==> src/hdl/ste_pkg.sv <==
// Shared constants for the Sobel threshold edge line block.
// Field widths, register indexes and output codes; no dependencies.
`default_nettype none

package ste_pkg;

    // Default upper bound on the line width.
    localparam int MAX_WIDTH_DEFAULT = 4096;

    // Payload field widths.
    localparam int PIX_W = 8;
    localparam int ROW_W = 12;
    localparam int COL_W = 12;

    // Configuration port geometry.
    localparam int CFG_INDEX_W = 2;
    localparam int CFG_DATA_W  = 13;
    localparam int DIM_W       = 13;

    // Gradient magnitude arithmetic.
    localparam int GRAD_W = 10;
    localparam int THR2_W = 16;
    localparam int MAG_W  = 2 * GRAD_W + 1;

    // Register indexes.
    localparam logic [CFG_INDEX_W-1:0] REG_IMAGE_WIDTH    = 2'd0;
    localparam logic [CFG_INDEX_W-1:0] REG_IMAGE_HEIGHT   = 2'd1;
    localparam logic [CFG_INDEX_W-1:0] REG_EDGE_THRESHOLD = 2'd2;

    // Reset values of the registers.
    localparam logic [DIM_W-1:0] IMAGE_WIDTH_RESET  = 13'd640;
    localparam logic [DIM_W-1:0] IMAGE_HEIGHT_RESET = 13'd480;

    // Output pixel codes.
    localparam logic [PIX_W-1:0] EDGE_ON  = 8'hFF;
    localparam logic [PIX_W-1:0] EDGE_OFF = 8'h00;

endpackage : ste_pkg

`default_nettype wire

==> src/hdl/ste_stream_if.sv <==
// Stream interfaces for the pixel column input and the edge pixel output.
// Depends on ste_pkg for the field widths.
`default_nettype none

interface ste_pixel_if;
    import ste_pkg::*;

    logic             valid;
    logic             ready;
    logic [PIX_W-1:0] top_pixel;
    logic [PIX_W-1:0] middle_pixel;
    logic [PIX_W-1:0] bottom_pixel;
    logic [ROW_W-1:0] row_index;

    modport source (output valid, top_pixel, middle_pixel, bottom_pixel, row_index,
                    input ready);
    modport sink   (input valid, top_pixel, middle_pixel, bottom_pixel, row_index,
                    output ready);
endinterface : ste_pixel_if

interface ste_edge_if;
    import ste_pkg::*;

    logic             valid;
    logic             ready;
    logic [PIX_W-1:0] edge_value;
    logic [COL_W-1:0] column_index;
    logic             line_end;

    modport source  (output valid, edge_value, column_index, line_end, input ready);
    modport sink    (input valid, edge_value, column_index, line_end, output ready);
    modport monitor (input valid, ready, edge_value, column_index, line_end);
endinterface : ste_edge_if

`default_nettype wire

==> src/hdl/ste_magnitude.sv <==
// Squared gradient magnitude compared against the squared threshold.
// Depends on ste_pkg for the gradient and threshold widths.
`default_nettype none

module ste_magnitude (
    input  logic [ste_pkg::GRAD_W-1:0] gx_abs,
    input  logic [ste_pkg::GRAD_W-1:0] gy_abs,
    input  logic [ste_pkg::THR2_W-1:0] threshold_sq,
    output logic                       is_edge
);
    import ste_pkg::*;

    logic [2*GRAD_W-1:0] gx_sq;
    logic [2*GRAD_W-1:0] gy_sq;
    logic [MAG_W-1:0]    mag_sq;

    // Two narrow squares in parallel, one add and one compare.
    assign gx_sq   = (2*GRAD_W)'(gx_abs) * (2*GRAD_W)'(gx_abs);
    assign gy_sq   = (2*GRAD_W)'(gy_abs) * (2*GRAD_W)'(gy_abs);
    assign mag_sq  = MAG_W'(gx_sq) + MAG_W'(gy_sq);
    assign is_edge = (mag_sq >= MAG_W'(threshold_sq));

endmodule : ste_magnitude

`default_nettype wire

==> src/hdl/sobel_threshold_edge_line.sv <==
// Top level of the Sobel threshold edge detector, fed one pixel column per word.
// Depends on ste_pkg, ste_stream_if and ste_magnitude.
//
//   Channel      Dir   Handshake     Word contents
//   pixels       in    valid/ready   top, middle, bottom pixel, row index
//   edges        out   valid/ready   edge value, column index, line end
//   cfg_*        in    write enable  register index, write data
//
// One column word is accepted per cycle while the output is not stalled; its result
// words pass through the stage register into the output register and are offered there.
// A column that ends a line also gives a line end word and holds the input until it
// is loaded, since the output register moves at most one word per cycle.
// Reset is asynchronous and active low; it clears the window, the column counter,
// the threshold, the phase and both valid flags, and loads the default width and height.
// A stall on the output holds the stage register and backs up into pixels.ready.
`default_nettype none

module sobel_threshold_edge_line #(
    parameter int MAX_WIDTH = ste_pkg::MAX_WIDTH_DEFAULT
) (
    input  logic                            clk,
    input  logic                            rst_n,
    input  logic                            cfg_write,
    input  logic [ste_pkg::CFG_INDEX_W-1:0] cfg_index,
    input  logic [ste_pkg::CFG_DATA_W-1:0]  cfg_data,
    ste_pixel_if.sink                       pixels,
    ste_edge_if.source                      edges
);
    import ste_pkg::*;

    localparam int CW = $clog2(MAX_WIDTH);
    localparam int LW = (CW + 1 > DIM_W) ? CW + 1 : DIM_W;
    localparam int HW = DIM_W + 1;

    // Weighted sum of three pixels, the middle one counted twice.
    function automatic logic [GRAD_W-1:0] tap_sum(input logic [PIX_W-1:0] p0,
                                                  input logic [PIX_W-1:0] p1,
                                                  input logic [PIX_W-1:0] p2);
        tap_sum = GRAD_W'(p0) + GRAD_W'({p1, 1'b0}) + GRAD_W'(p2);
    endfunction

    function automatic logic [GRAD_W-1:0] abs_diff(input logic [GRAD_W-1:0] a,
                                                   input logic [GRAD_W-1:0] b);
        abs_diff = (a >= b) ? a - b : b - a;
    endfunction

    // Stage register contents for one accepted column.
    typedef struct packed {
        logic              emit_prev;
        logic              is_last;
        logic              border;
        logic [GRAD_W-1:0] gx_abs;
        logic [GRAD_W-1:0] gy_abs;
        logic [CW-1:0]     prev_col;
        logic [CW-1:0]     this_col;
    } stage_t;

    // Configuration registers.
    logic [DIM_W-1:0]  width_reg;
    logic [DIM_W-1:0]  height_reg;
    logic [THR2_W-1:0] thr2_reg;

    // Window and column counter.
    logic [PIX_W-1:0] win_reg [6];
    logic [CW-1:0]    col_reg;
    logic [CW-1:0]    col_next;

    // Stage and output registers.
    stage_t           stage_reg;
    stage_t           stage_next;
    logic             stage_valid_reg;
    logic             stage_valid_next;
    logic             phase_reg;
    logic             phase_next;
    logic             out_valid_reg;
    logic             out_valid_next;
    logic [PIX_W-1:0] out_edge_reg;
    logic [COL_W-1:0] out_col_reg;
    logic             out_last_reg;

    logic [LW-1:0]    eff_width;
    logic [LW-1:0]    width_ext;
    logic [LW-1:0]    col_ext;
    logic [LW-1:0]    prev_ext;
    logic [HW-1:0]    row_ext;
    logic             col_last;
    logic             col_border;
    logic             row_border;
    logic             accept;
    logic             produces;
    logic             send_prev;
    logic             has_more;
    logic             out_load;
    logic             stage_done;
    logic             is_edge;

    // Effective line width: zero counts as one, clipped at MAX_WIDTH.
    always_comb
    begin
        width_ext = LW'(width_reg);
        if (width_ext == '0)
            eff_width = LW'(1);
        else if (width_ext > LW'(MAX_WIDTH))
            eff_width = LW'(MAX_WIDTH);
        else
            eff_width = width_ext;
    end

    // Position tests for the arriving column and the one before it.
    assign col_ext    = LW'(col_reg);
    assign prev_ext   = LW'(col_reg - CW'(1));
    assign row_ext    = HW'(pixels.row_index);
    assign col_last   = (col_ext + LW'(1)) >= eff_width;
    assign col_border = (prev_ext < LW'(2)) || ((prev_ext + LW'(2)) >= eff_width);
    assign row_border = (row_ext < HW'(2)) || ((row_ext + HW'(2)) >= HW'(height_reg));
    assign produces   = (col_reg != '0) || col_last;
    assign col_next   = col_last ? '0 : col_reg + CW'(1);

    // Gradients over columns k-2 (entries 0..2), k-1 (3..5) and the new one.
    always_comb
    begin
        stage_next.emit_prev = (col_reg != '0);
        stage_next.is_last   = col_last;
        stage_next.border    = col_border || row_border;
        stage_next.gx_abs    = abs_diff(
            tap_sum(pixels.top_pixel, pixels.middle_pixel, pixels.bottom_pixel),
            tap_sum(win_reg[0], win_reg[1], win_reg[2]));
        stage_next.gy_abs    = abs_diff(
            tap_sum(win_reg[0], win_reg[3], pixels.top_pixel),
            tap_sum(win_reg[2], win_reg[5], pixels.bottom_pixel));
        stage_next.prev_col  = col_reg - CW'(1);
        stage_next.this_col  = col_reg;
    end

    ste_magnitude u_magnitude (
        .gx_abs       (stage_reg.gx_abs),
        .gy_abs       (stage_reg.gy_abs),
        .threshold_sq (thr2_reg),
        .is_edge      (is_edge)
    );

    // Word selection out of the stage: result for k-1 first, then line end.
    assign send_prev  = stage_reg.emit_prev && !phase_reg;
    assign has_more   = send_prev && stage_reg.is_last;
    assign out_load   = stage_valid_reg && (!out_valid_reg || edges.ready);
    assign stage_done = out_load && !has_more;
    assign pixels.ready = !stage_valid_reg || stage_done;
    assign accept     = pixels.valid && pixels.ready;

    always_comb
    begin
        if (accept)
        begin
            stage_valid_next = produces;
            phase_next       = 1'b0;
        end
        else
        begin
            stage_valid_next = stage_valid_reg && !stage_done;
            phase_next       = phase_reg || (out_load && has_more);
        end
        if (out_load)
            out_valid_next = 1'b1;
        else if (edges.ready)
            out_valid_next = 1'b0;
        else
            out_valid_next = out_valid_reg;
    end

    // Configuration writes; the threshold is kept squared.
    always_ff @(posedge clk or negedge rst_n)
    begin
        if (!rst_n)
        begin
            width_reg  <= IMAGE_WIDTH_RESET;
            height_reg <= IMAGE_HEIGHT_RESET;
            thr2_reg   <= '0;
        end
        else if (cfg_write)
        begin
            unique case (cfg_index)
                REG_IMAGE_WIDTH:    width_reg  <= cfg_data[DIM_W-1:0];
                REG_IMAGE_HEIGHT:   height_reg <= cfg_data[DIM_W-1:0];
                REG_EDGE_THRESHOLD: thr2_reg   <= THR2_W'(cfg_data[PIX_W-1:0])
                                                  * THR2_W'(cfg_data[PIX_W-1:0]);
                default:            ;
            endcase
        end
    end

    // Window shift and column counter, advanced on every accepted word.
    always_ff @(posedge clk or negedge rst_n)
    begin
        if (!rst_n)
        begin
            for (int i = 0; i < 6; i++)
                win_reg[i] <= '0;
            col_reg <= '0;
        end
        else if (accept)
        begin
            win_reg[0] <= win_reg[3];
            win_reg[1] <= win_reg[4];
            win_reg[2] <= win_reg[5];
            win_reg[3] <= pixels.top_pixel;
            win_reg[4] <= pixels.middle_pixel;
            win_reg[5] <= pixels.bottom_pixel;
            col_reg    <= col_next;
        end
    end

    // Control flags of the stage and the output register.
    always_ff @(posedge clk or negedge rst_n)
    begin
        if (!rst_n)
        begin
            stage_valid_reg <= 1'b0;
            phase_reg       <= 1'b0;
            out_valid_reg   <= 1'b0;
        end
        else
        begin
            stage_valid_reg <= stage_valid_next;
            phase_reg       <= phase_next;
            out_valid_reg   <= out_valid_next;
        end
    end

    // Payload registers.
    always_ff @(posedge clk)
    begin
        if (accept)
            stage_reg <= stage_next;
        if (out_load)
        begin
            if (send_prev)
            begin
                out_edge_reg <= (!stage_reg.border && is_edge) ? EDGE_ON : EDGE_OFF;
                out_col_reg  <= COL_W'(stage_reg.prev_col);
                out_last_reg <= 1'b0;
            end
            else
            begin
                out_edge_reg <= EDGE_OFF;
                out_col_reg  <= COL_W'(stage_reg.this_col);
                out_last_reg <= 1'b1;
            end
        end
    end

    assign edges.valid        = out_valid_reg;
    assign edges.edge_value   = out_edge_reg;
    assign edges.column_index = out_col_reg;
    assign edges.line_end     = out_last_reg;

endmodule : sobel_threshold_edge_line

`default_nettype wire

==> src/flat_wrapper.sv <==
// flat-port wrapper written by rule: the top's interface ports become plain ports
module sobel_threshold_edge_line_flat import ste_pkg::*;
#(
    parameter int MAX_WIDTH = ste_pkg::MAX_WIDTH_DEFAULT
)
  (clk, rst_n, cfg_write, cfg_index, cfg_data, pixels_valid, pixels_top_pixel, pixels_middle_pixel, pixels_bottom_pixel, pixels_row_index, pixels_ready, edges_valid, edges_edge_value, edges_column_index, edges_line_end, edges_ready);
  ste_pixel_if pixels_i ();
  ste_edge_if edges_i ();
  input  logic clk;
  input  logic rst_n;
  input  logic cfg_write;
  input  logic [ste_pkg::CFG_INDEX_W-1:0] cfg_index;
  input  logic [ste_pkg::CFG_DATA_W-1:0] cfg_data;
  input wire logic [$bits(pixels_i.valid)-1:0] pixels_valid;
  input wire logic [$bits(pixels_i.top_pixel)-1:0] pixels_top_pixel;
  input wire logic [$bits(pixels_i.middle_pixel)-1:0] pixels_middle_pixel;
  input wire logic [$bits(pixels_i.bottom_pixel)-1:0] pixels_bottom_pixel;
  input wire logic [$bits(pixels_i.row_index)-1:0] pixels_row_index;
  output wire logic [$bits(pixels_i.ready)-1:0] pixels_ready;
  output wire logic [$bits(edges_i.valid)-1:0] edges_valid;
  output wire logic [$bits(edges_i.edge_value)-1:0] edges_edge_value;
  output wire logic [$bits(edges_i.column_index)-1:0] edges_column_index;
  output wire logic [$bits(edges_i.line_end)-1:0] edges_line_end;
  input wire logic [$bits(edges_i.ready)-1:0] edges_ready;
  assign pixels_i.valid = pixels_valid;
  assign pixels_i.top_pixel = pixels_top_pixel;
  assign pixels_i.middle_pixel = pixels_middle_pixel;
  assign pixels_i.bottom_pixel = pixels_bottom_pixel;
  assign pixels_i.row_index = pixels_row_index;
  assign pixels_ready = pixels_i.ready;
  assign edges_valid = edges_i.valid;
  assign edges_edge_value = edges_i.edge_value;
  assign edges_column_index = edges_i.column_index;
  assign edges_line_end = edges_i.line_end;
  assign edges_i.ready = edges_ready;
  sobel_threshold_edge_line #(.MAX_WIDTH(MAX_WIDTH)) u_core (.clk(clk), .rst_n(rst_n), .cfg_write(cfg_write), .cfg_index(cfg_index), .cfg_data(cfg_data), .pixels(pixels_i), .edges(edges_i));
endmodule
==> config.mk <==
export PLATFORM = sky130hd
export DESIGN_NAME = sobel_threshold_edge_line_flat
export DESIGN_NICKNAME = d
export VERILOG_FILES = /design/src/hdl/ste_pkg.sv /design/src/hdl/ste_stream_if.sv /design/src/hdl/ste_magnitude.sv /design/src/hdl/sobel_threshold_edge_line.sv /design/src/flat_wrapper.sv
export SDC_FILE = /design/constraint.sdc
export NUM_CORES = 1
export LEC_CHECK = 0
export ABC_CLOCK_PERIOD_IN_PS = 9500
export BUFFER_PORTS_ARGS = -buffer_cell sky130_fd_sc_hd__buf_2
export CAP_MARGIN = 15
export CELL_PAD_IN_SITES_DETAIL_PLACEMENT = 0
export CELL_PAD_IN_SITES_GLOBAL_PLACEMENT = 1
export CORE_AREA = 5 5 239 241
export DETAILED_ROUTE_END_ITERATION = 16
export DIE_AREA = 0 0 244 246
export PLACE_DENSITY_LB_ADDON = 0.1
export SETUP_SLACK_MARGIN = 0.2
export SLEW_MARGIN = 20
export SYNTH_ARGS = -nofsm -noshare
export SYNTH_HDL_FRONTEND = slang
export SYNTH_SLANG_ARGS = --single-unit
==> constraint.sdc <==
create_clock -name clk -period 9.5 [get_ports clk]
set_clock_uncertainty 0.05 [all_clocks]
set_input_delay 2.85 -clock clk [delete_from_list [all_inputs] [get_ports clk]]
set_output_delay 2.85 -clock clk [all_outputs]
set_load 0.01 [all_outputs]
======== After elaboration in Yosys (flattened, before gate mapping) ========
Cells that the tools add are included.
operators by class
  add/subtract/negate cells ............... 19
  multiply operators ...................... 3
  div/mod/pow operators ................... 0
  order comparisons ....................... 9
  equal/unequal tests ..................... 2
  shift-type cells ........................ 0
  mux-type cells .......................... 12
  bitwise gates (word level) .............. 0
  reduce and logical (&&, ||, !) cells .... 28
operator list
  kind                   count
  $add 10x8->10          4
  $add 8x9->10           4
  $mul 10x10->20         2
  $sub 10x10->10         4
  $ge 13x13->1           2
  $mux 13                2
  $mux 12                2
  $add 20x20->21         1
  $ge 21x16->1           1
  $ge 10x10->1           2
  $mux 10                2
  $mul 8x8->16           1
  $ge 14x13->1           1
  $add 12x1->13 const B  1
  $add 12x2->13 const B  1
  $add 13x2->13 const B  1
  $gt 13x13->1 const B   1
  $logic_not 13->1       1
  $lt 13x2->1 const B    1
  $sub 12x1->13 const B  1
  $add 12x1->12 const B  1
  $lt 12x2->1 const B    1
  $reduce_bool 12->1     1
  $sub 12x1->12 const B  1
  other kinds (10)       34
word-level totals
  flip-flop bits (word level) ............. 173
  bits in latches ......................... 0
  memory bits (writable) .................. 0
  memory bits (read-only) ................. 0
  input port bits ......................... 56
  output and inout port bits .............. 23
  logic and storage cells ................. 96
  memories kept ........................... 0

======== Longest topological paths before layout ========
Gate-level depths: netlist of run 1.
  word-level depth ........................ 8
  depth in mapped cells ................... 29
  depth with buffers taken out ............ 28

======== Cells and area by module ========
Synthesis of run 1 repeated with hierarchy kept, for this count alone.
unflattened totals
  cells, all modules ...................... 2045
  area, all modules ....................... 19009.5 um2
by module, submodules not included
  module                     times used  cells an instance  area an instance (um2)  sequential area each (um2)
  sobel_threshold_edge_line  1           1362               12926.1                 4441.8
  ste_magnitude              1           683                6083.3                  0.0

======== Least setup slack after synthesis of run 1 ========
No wires, ideal clock.
  path kind ............................... reg-to-reg
  start point ............................. register u_core.stage_reg[25] (netlist bit)
  end point ............................... register u_core.out_edge_reg[6], in the netlist u_core.edges.edge_value[6], data pin
  library setup time ...................... 278 ps
  arrival ................................. 6948 ps
  required time ........................... 9172 ps
  path slack .............................. 2224 ps
  cell stages (with the launch flop) ...... 26
  path buffers ............................ 1
  period minus slack after synthesis ...... 7276 ps
  path through ............................ edfxtp_1 > clkbuf_1 > and2_1 > fa_1 > fa_1 > inv_1 > fa_1 > inv_1 > fa_1 > fa_1 > fa_1 > inv_1 > fa_1 > inv_1 > ha_1 > or3_1 > o21a_1 > a21oi_1 > xnor2_1 > ha_1 > a21o_1 > a21o_1 > a2111oi_0 > a31oi_1 > nor4_1 > a41oi_1
on the way
  cells in the longest elaborated chain, start to end .. 5
ends and longest elaborated chain
  item                    RTL line                          source
  from (decl)             sobel_threshold_edge_line.sv:69   stage_t stage_reg;
  from (signal assigned)  sobel_threshold_edge_line.sv:233  stage_reg <= stage_next;
  $mul 10x10->20          ste_magnitude.sv:19               assign gy_sq = (2*GRAD_W)'(gy_abs) * (2*GRAD_W)'(gy_abs);
  $add 20x20->21          ste_magnitude.sv:20               assign mag_sq = MAG_W'(gx_sq) + MAG_W'(gy_sq);
  $ge 21x16->1            ste_magnitude.sv:21               assign is_edge = (mag_sq >= MAG_W'(threshold_sq));
  $logic_and 1x1->1       sobel_threshold_edge_line.sv:238  out_edge_reg <= (!stage_reg.border && is_edge) ? EDGE_ON : EDGE_OFF;
  $mux 8                  sobel_threshold_edge_line.sv:238
  to (signal assigned)    sobel_threshold_edge_line.sv:238
  to (decl)               sobel_threshold_edge_line.sv:77   logic [PIX_W-1:0] out_edge_reg;
No other way between the ends.
A chain may end at the register's enable or synchronous reset.

======== Final worst setup path of run 1 ========
  start point ............................. register u_core.stage_reg[31] (netlist bit)
  end point ............................... register u_core.out_edge_reg[6], in the netlist u_core.edges.edge_value[6], data pin
The elaborated chain is that of the path after synthesis.

==> results of run 1 <==
[area by class of cell]
| cell class | count | area [um2] |
|---|---|---|
| inverters | 304 | 1140 |
| fillers | 5579 | 34200 |
| well taps | 704 | 881 |
| flip-flops and latches | 165 | 4440 |
| diodes | 4 | 10.0 |
| clock buffers | 17 | 425 |
| repair buffers | 85 | 445 |
| multi-input cells | 1439 | 13000 |
| clock inverters | 15 | 185 |
[per-layer routing]
layer  vias to the layer above  global-route usage (%)
li1                       6540                       -
met3                        39                    2.68
met4                         2                    4.10
met2                       158                    29.7
met1                      6611                    22.4
met5                         -                       0
[cells in the mapped netlist, types with 9 or more instances]
cell,instances
nand2_1,278
xnor2_1,77
xor2_1,36
o21bai_1,15
nor2_1,55
inv_1,303
fa_1,191
ha_1,244
mux2_2,42
dfrtp_1,98
nor4_1,11
mux2i_1,15
edfxtp_1,61
buf_4,9
and2_1,72
nand4_1,17
nor2b_1,22
a21o_1,28
nand3_1,32
o21a_1,14
a21oi_1,76
nand2b_1,20
o21ai_0,63
nor3_1,18
and3_1,14
clkbuf_1,44
[layout by cell type, fill, tap and decap left out, types with 4 or more instances in the layout]
cell type and count:
inv_1 303, nand2_1 277, and3_1 14, o21ai_0 63, o21bai_1 15, fa_1 191
nand3b_1 5, a22o_1 5, nand2b_1 20, xnor2_1 77, diode_2 4, o21a_1 14
clkbuf_16 17, a21o_1 28, nor2b_1 22, nand3_1 32, and2_1 72, buf_2 77
edfxtp_1 61, and4_1 4, clkinv_8 4, a31oi_1 7, o211ai_1 8, dfrtp_1 98
a211oi_1 8, mux2_2 42, nor2_1 55, a21oi_1 76, inv_8 5, nor3_1 18
xor2_1 36, mux2i_1 15, o31ai_1 6, ha_1 244, o41ai_1 5, buf_4 8
nor4_1 11, nand4_1 17, dfstp_2 6
[critical path, cell delays in order (launching register included)]
cell       delay (ns)
edfxtp_1         0.60
and2_1           0.29
fa_1             0.50
fa_1             0.52
inv_1            0.05
fa_1             0.48
inv_1            0.06
fa_1             0.52
fa_1             0.52
fa_1             0.55
inv_1            0.07
fa_1             0.50
inv_1            0.04
ha_1             0.21
or3_1            0.40
o21a_1           0.24
a21oi_1          0.19
xnor2_1          0.14
ha_1             0.26
a21o_1           0.16
a21o_1           0.16
a2111oi_0        0.38
a31oi_1          0.16
nor4_1           0.31
a41oi_1          0.14
[final timing paths]
check | startpoint | cells past startpoint | slack [ns] | end
worst max-delay path | u_core.stage_reg[31] | 24 | 1.70 | u_core.edges.edge_value[6]
worst min-delay path | u_core.win_reg[14] | 2 | 0.42 | u_core.win_reg[38]
worst max register to register | u_core.stage_reg[31] | 24 | 1.70 | u_core.edges.edge_value[6]
worst min register to register | u_core.win_reg[14] | 2 | 0.42 | u_core.win_reg[38]
max in group asynchronous | rst_n | 2 | 5.79 | u_core.thr2_reg[0]
min in group asynchronous | rst_n | 1 | 2.30 | u_core.win_reg[9]
[cell families (layout without fill, tap and decap cells)]
group,Yosys count,after routing
compound gates,264,264
xor+xnor,114,114
fa+ha+maj,435,435
buf+inv,371,421
flops,165,165
mux,58,58
other cells,1,6
simple gates,566,566
[metrics by stage]
step / hold WS [ns] / utilization (%)
after detailed placement: 0.401 / 36.4
after floorplan: 0.370 / -
final: 0.417 / 37.5
after CTS: 0.421 / 37.5
after global routing: 0.435 / 37.5
after global placement: 0.398 / 36.4
==> impl_metrics.prom, run 1 <==
# TYPE chip_impl_metric gauge
chip_impl_metric{name="met1_length",unit="um"} 22300
chip_impl_metric{name="final_critical_path_share_of_the_clock_period",unit="%"} 82.1
chip_impl_metric{name="max-slew-margin-rel",unit="%"} 28.3
chip_impl_metric{name="synthesis.area_per_instance",unit="um2"} 9.56
chip_impl_metric{name="yosys.area.top_type_share",unit="%"} 20.3
chip_impl_metric{name="die_w",unit="um"} 244
chip_impl_metric{name="synthCells",unit=""} 1974
chip_impl_metric{name="die_y",unit="um"} 246
chip_impl_metric{name="io-pin-count",unit=""} 79
chip_impl_metric{name="place.detailed.hpwl",unit="um"} 40200
chip_impl_metric{name="synth_to_layout_area_growth",unit="%"} 8.61
chip_impl_metric{name="grt_remaining_overflow",unit=""} 0
chip_impl_info{name="result_of_the_run",value="finished clean"} 1
chip_impl_metric{name="final_layout_size_suffix_gt1_share",unit="%"} 9.04
chip_impl_metric{name="grt_max_degree",unit=""} 64
chip_impl_metric{name="ant_nets",unit=""} 0
chip_impl_metric{name="die-area",unit="um2"} 60000
chip_impl_metric{name="grt_antenna_before_repair",unit=""} 8
chip_impl_metric{name="actual_transition_at_the_worst_max_transition_pin",unit="ns"} 1.08
chip_impl_metric{name="ctsHtreeMaxLevel",unit=""} 4
chip_impl_metric{name="final.setup.tns",unit="ns"} 0
chip_impl_metric{name="cts_made_buffers",unit=""} 17
chip_impl_metric{name="drt_drc_violations_left",unit=""} 0
chip_impl_info{name="crit_path_end_kind",value="flip-flop"} 1
chip_impl_info{name="worst-setup-path-type",value="reg2reg"} 1
chip_impl_metric{name="layout.cells.non_filler",unit=""} 2733
chip_impl_metric{name="detail_route.iter0.violations",unit=""} 606
chip_impl_metric{name="drt-vias-per-instance",unit=""} 4.88
chip_impl_metric{name="timing.final.max_slew_violations",unit=""} 0
chip_impl_info{name="clock-root-buffer",value="clkbuf_16"} 1
chip_impl_metric{name="layout_min_cycle_time",unit="ns"} 7.80
chip_impl_metric{name="buffers_inserted_by_post_cts_timing_repair",unit=""} 0
chip_impl_metric{name="ys_seq_area_share",unit="%"} 23.5
chip_impl_metric{name="cts_sinks",unit=""} 165
chip_impl_metric{name="cts_hold_buf",unit=""} 0
chip_impl_metric{name="gp_routability_congestion",unit=""} 0.840
chip_impl_metric{name="globalRouteTotalUtil",unit="%"} 17.0
chip_impl_info{name="cts_tree",value="yes"} 1
chip_impl_metric{name="first_pass_grt_wire_length",unit="um"} 79900
chip_impl_metric{name="route.met3.wl",unit="um"} 1170
chip_impl_info{name="top_layer",value="met5"} 1
chip_impl_metric{name="ys_seq_elements",unit=""} 165
chip_impl_metric{name="vias_in_the_first_global_route",unit=""} 14300
chip_impl_metric{name="yosys_warnings",unit=""} 0
chip_impl_metric{name="fp-row-count",unit=""} 86
chip_impl_metric{name="setup-violations-final",unit=""} 0
chip_impl_info{name="critical_path.startpoint_type",value="flip-flop"} 1
chip_impl_metric{name="setup_slack",unit="ns"} 1.70
chip_impl_metric{name="insertion_delay",unit="ns"} 0.49
chip_impl_metric{name="mappedNetlistArea",unit="um2"} 18900
chip_impl_info{name="post-synth-top-area-cell",value="fa_1"} 1
chip_impl_metric{name="worstPathRequired",unit="ns"} 9.66
chip_impl_metric{name="wl_per_cell",unit="um"} 17.9
chip_impl_metric{name="synthDistinctLibCells",unit=""} 76
chip_impl_metric{name="place_worst_setup_slack",unit="ns"} 1.72
chip_impl_metric{name="maxClockFrequency",unit="MHz"} 128
chip_impl_metric{name="floorplan.core_area",unit="um2"} 54700
chip_impl_metric{name="final_hold_viol_count",unit=""} 0
chip_impl_metric{name="design_area",unit="um2"} 20500
chip_impl_metric{name="numPlacedInstances",unit=""} 2697
chip_impl_metric{name="layout.nets",unit=""} 2503
chip_impl_metric{name="maxCapViolCount",unit=""} 0
chip_impl_metric{name="worstPathMaxFanout",unit=""} 13
chip_impl_metric{name="routed_wl",unit="um"} 48800
chip_impl_info{name="synthFlopType",value="dfrtp_1"} 1
chip_impl_metric{name="clk_transition_reported_paths",unit="ns"} 0.08
chip_impl_info{name="main_area_contributors_after_synthesis",value="fa_1, ha_1, dfrtp_1, edfxtp_1, inv_1"} 1
chip_impl_metric{name="number_of_flip_flops_in_the_largest_register",unit=""} 48
chip_impl_metric{name="synth-compound-area-share",unit="%"} 9.05
chip_impl_metric{name="numPortBuffers",unit=""} 78
chip_impl_metric{name="synth_enable_flop_cells",unit=""} 61
chip_impl_info{name="setup_repair_after_global_routing_missed_its_margin",value="false"} 1
chip_impl_metric{name="worstPathArrival",unit="ns"} 7.96
chip_impl_metric{name="synthArstFlopShare",unit="%"} 63.0
chip_impl_metric{name="synthMuxAreaShare",unit="%"} 3.36
chip_impl_metric{name="yosys.area_share.adder",unit="%"} 36.4
chip_impl_metric{name="yosys.area_share.simple",unit="%"} 14.4
chip_impl_metric{name="vias",unit=""} 13400
chip_impl_metric{name="drt_first_pass_iters",unit=""} 5
chip_impl_metric{name="yosys.area_share.xor_xnor",unit="%"} 5.33
chip_impl_metric{name="postPlaceCellArea",unit="um2"} 19900
chip_impl_metric{name="cts.repair.resized",unit=""} 0
chip_impl_metric{name="met2_wirelength",unit="um"} 24600
chip_impl_metric{name="effective_utilization_at_floorplan",unit="%"} 34.5
chip_impl_info{name="synth_top_family_by_area",value="adder cells"} 1
chip_impl_info{name="hold_path.class",value="reg2reg"} 1
chip_impl_metric{name="clockBufferDepth",unit=""} 2
Power of run 1 is left out: the tool's default activity adds up to more than one toggle a clock period on the data nets, which glitch-free logic cannot reach.
==> run 2: changes to the inputs <==
--- a/config.mk
+++ b/config.mk
@@ -5,7 +5,7 @@
 export SDC_FILE = /design/constraint.sdc
 export NUM_CORES = 1
 export LEC_CHECK = 0
-export ABC_CLOCK_PERIOD_IN_PS = 9500
+export ABC_CLOCK_PERIOD_IN_PS = 6740
 export BUFFER_PORTS_ARGS = -buffer_cell sky130_fd_sc_hd__buf_2
 export CAP_MARGIN = 15
 export CELL_PAD_IN_SITES_DETAIL_PLACEMENT = 0
==> constraint.sdc (replaced) <==
create_clock -name clk -period 6.74 [get_ports clk]
set_clock_uncertainty 0.05 [all_clocks]
set_input_delay 2.022 -clock clk [delete_from_list [all_inputs] [get_ports clk]]
set_output_delay 2.022 -clock clk [all_outputs]
set_load 0.01 [all_outputs]
==> impl_metrics.prom, run 2 (same netlist as run 1, synthesis figures left out) <==
# TYPE chip_impl_metric gauge
chip_impl_metric{name="ctsHtreeMaxLevel",unit=""} 4
chip_impl_metric{name="gp_routability_congestion",unit=""} 0.845
chip_impl_metric{name="final.setup.tns",unit="ns"} -0.296
chip_impl_metric{name="die_w",unit="um"} 244
chip_impl_metric{name="die_y",unit="um"} 246
chip_impl_info{name="commonest_cells_after_routing_fill_and_taps_aside",value="inv_1, nand2_1, ha_1, fa_1, buf_4"} 1
chip_impl_metric{name="cts_hold_buf",unit=""} 0
chip_impl_metric{name="floorplan.core_area",unit="um2"} 54700
chip_impl_metric{name="final_critical_path_share_of_the_clock_period",unit="%"} 104
chip_impl_metric{name="vias_in_the_first_global_route",unit=""} 14300
chip_impl_metric{name="timing.hold.ws",unit="ns"} 0.418
chip_impl_info{name="setup_repair_after_global_routing_missed_its_margin",value="true"} 1
chip_impl_metric{name="layout.nets",unit=""} 2597
chip_impl_metric{name="numPortBuffers",unit=""} 78
chip_impl_metric{name="cts_made_buffers",unit=""} 17
chip_impl_metric{name="final_layout_size_suffix_gt1_share",unit="%"} 14.5
chip_impl_metric{name="detail_route.iter0.violations",unit=""} 584
chip_impl_info{name="clock-root-buffer",value="clkbuf_16"} 1
chip_impl_metric{name="layout_min_cycle_time",unit="ns"} 7.04
chip_impl_metric{name="grt_antenna_before_repair",unit=""} 0
chip_impl_metric{name="cts_sinks",unit=""} 165
chip_impl_info{name="worst-setup-path-type",value="reg2reg"} 1
chip_impl_metric{name="actual_transition_at_the_worst_max_transition_pin",unit="ns"} 1.13
chip_impl_info{name="hold_path.class",value="reg2reg"} 1
chip_impl_metric{name="layout.cells.non_filler",unit=""} 2823
chip_impl_info{name="ordered_list_of_cells_on_the_worst_path",value="and2_4 > fa_1 > fa_1 > inv_2 > fa_1 > inv_1 > fa_1 > fa_1 > fa_1 > inv_2 > fa_1 > inv_1 > ha_2 > or3_4 > o21a_4 > a21oi_2 > xnor2_1 > ha_1 > a21o_1 > a21o_1 > a2111oi_2 > a31oi_1 > nor4_1 > a41oi_1"} 1
chip_impl_metric{name="timing.final.max_slew_violations",unit=""} 0
chip_impl_metric{name="place_worst_setup_slack",unit="ns"} -0.433
chip_impl_metric{name="worst-path-buf-inv",unit=""} 4
chip_impl_metric{name="grt_remaining_overflow",unit=""} 0
chip_impl_metric{name="worst_path_largest_cell_delay",unit="ns"} 0.51
chip_impl_metric{name="setup_slack",unit="ns"} -0.296
chip_impl_metric{name="vias",unit=""} 13500
chip_impl_metric{name="place.detailed.hpwl",unit="um"} 37900
chip_impl_metric{name="drt_first_pass_iters",unit=""} 6
chip_impl_metric{name="worstPathArrival",unit="ns"} 7.19
chip_impl_metric{name="maxCapViolCount",unit=""} 0
chip_impl_metric{name="fp-row-count",unit=""} 86
chip_impl_info{name="failed_checks",value="setup timing"} 1
chip_impl_metric{name="first_pass_grt_wire_length",unit="um"} 76700
chip_impl_metric{name="clockBufferDepth",unit=""} 2
chip_impl_metric{name="max-slew-margin-rel",unit="%"} 24.5
chip_impl_metric{name="synth_to_layout_area_growth",unit="%"} 13.1
chip_impl_metric{name="diodes",unit=""} 0
chip_impl_info{name="critical-path-slowest-cell",value="fa_1"} 1
chip_impl_metric{name="grt_max_degree",unit=""} 64
chip_impl_info{name="critical_path.startpoint_type",value="flip-flop"} 1
chip_impl_info{name="cts_tree",value="yes"} 1
chip_impl_metric{name="io-pin-count",unit=""} 79
chip_impl_metric{name="ant_nets",unit=""} 0
chip_impl_metric{name="numPlacedInstances",unit=""} 2788
chip_impl_metric{name="effective_utilization_at_floorplan",unit="%"} 34.5
chip_impl_metric{name="number_of_flip_flops_in_the_largest_register",unit=""} 48
chip_impl_metric{name="worstPathMaxFanout",unit=""} 5
chip_impl_info{name="crit_path_frequent_cell",value="fa_1"} 1
chip_impl_metric{name="drt_drc_violations_left",unit=""} 0
chip_impl_metric{name="routed_wl",unit="um"} 46000
chip_impl_metric{name="die-area",unit="um2"} 60000
chip_impl_metric{name="clk_transition_reported_paths",unit="ns"} 0.08
chip_impl_metric{name="globalRouteTotalUtil",unit="%"} 16.1
chip_impl_metric{name="worstPathRequired",unit="ns"} 6.90
chip_impl_metric{name="maxClockFrequency",unit="MHz"} 142
chip_impl_info{name="crit_path_end_kind",value="flip-flop"} 1
chip_impl_info{name="result_of_the_run",value="complete, but fails checks"} 1
chip_impl_info{name="cp_delay_by_family_top",value="adder cells"} 1
chip_impl_metric{name="insertion_delay",unit="ns"} 0.49
chip_impl_info{name="mostFrequentLayoutCell",value="inv_1"} 1
chip_impl_metric{name="final_hold_viol_count",unit=""} 0
chip_impl_metric{name="setup-violations-final",unit=""} 1
chip_impl_metric{name="wl_per_cell",unit="um"} 16.3
chip_impl_metric{name="drt-vias-per-instance",unit=""} 4.78
## run 2: final timing paths
| kind | startpoint | to | slack, ns | cells after the start |
|---|---|---|---|---|
| min reg2reg | u_core.win_reg[11] | u_core.win_reg[35] | 0.42 | 2 |
| max | u_core.stage_reg[29] | u_core.edges.edge_value[6] | -0.30 | 24 |
| min in group asynchronous | rst_n | u_core.col_reg[5] | 1.34 | 1 |
| max in group asynchronous | rst_n | u_core.win_reg[32] | 4.29 | 2 |
| max reg2reg | u_core.stage_reg[29] | u_core.edges.edge_value[6] | -0.30 | 24 |
| min | u_core.win_reg[11] | u_core.win_reg[35] | 0.42 | 2 |
## run 2: layer usage
| layer | wire length, um | global-route usage (%) |
|---|---|---|
| met5 | 0 | 0 |
| met4 | 554 | 3.57 |
| met1 | 22100 | 21.8 |
| met2 | 22400 | 27.4 |
| met3 | 1010 | 2.40 |
## run 2: layout make-up
type	instances	area (um2)
Fill cell	5608	33300
Multi-Input combinational cell	1439	13100
Sequential cell	165	4440
Timing Repair Buffer	179	1150
Inverter	304	1140
Tap cell	704	881
Clock buffer	17	425
Clock inverter	15	200
## run 2: stage by stage
stage                     instance area [um2]  utilization, %
after global placement                  20700            37.8
after CTS                               21300            39.0
after global routing                    21400            39.1
after detailed placement                20700            37.8
after floorplan                         19000               -
final                                   21400            39.1
## run 2: worst reg2reg max path, delay by kind of cell, from the launching register on
kind	cells	cell delay (ns)
adder cells (fa/ha/maj)	9	3.78
AO/OA/AOI/OAI	7	1.27
AND/OR/NAND/NOR	3	0.86
flip-flops	1	0.47
buffers and inverters	4	0.18
XOR/XNOR	1	0.14
## run 2: timing repair
item                                    CTS  global route
pin swaps                                 3             3
endpoints found under the setup margin    1             1
setup buffers                             3             0
endpoints found under the hold margin     0             0
gates resized for setup                  10             3
Power of run 2 is left out for the same reason.
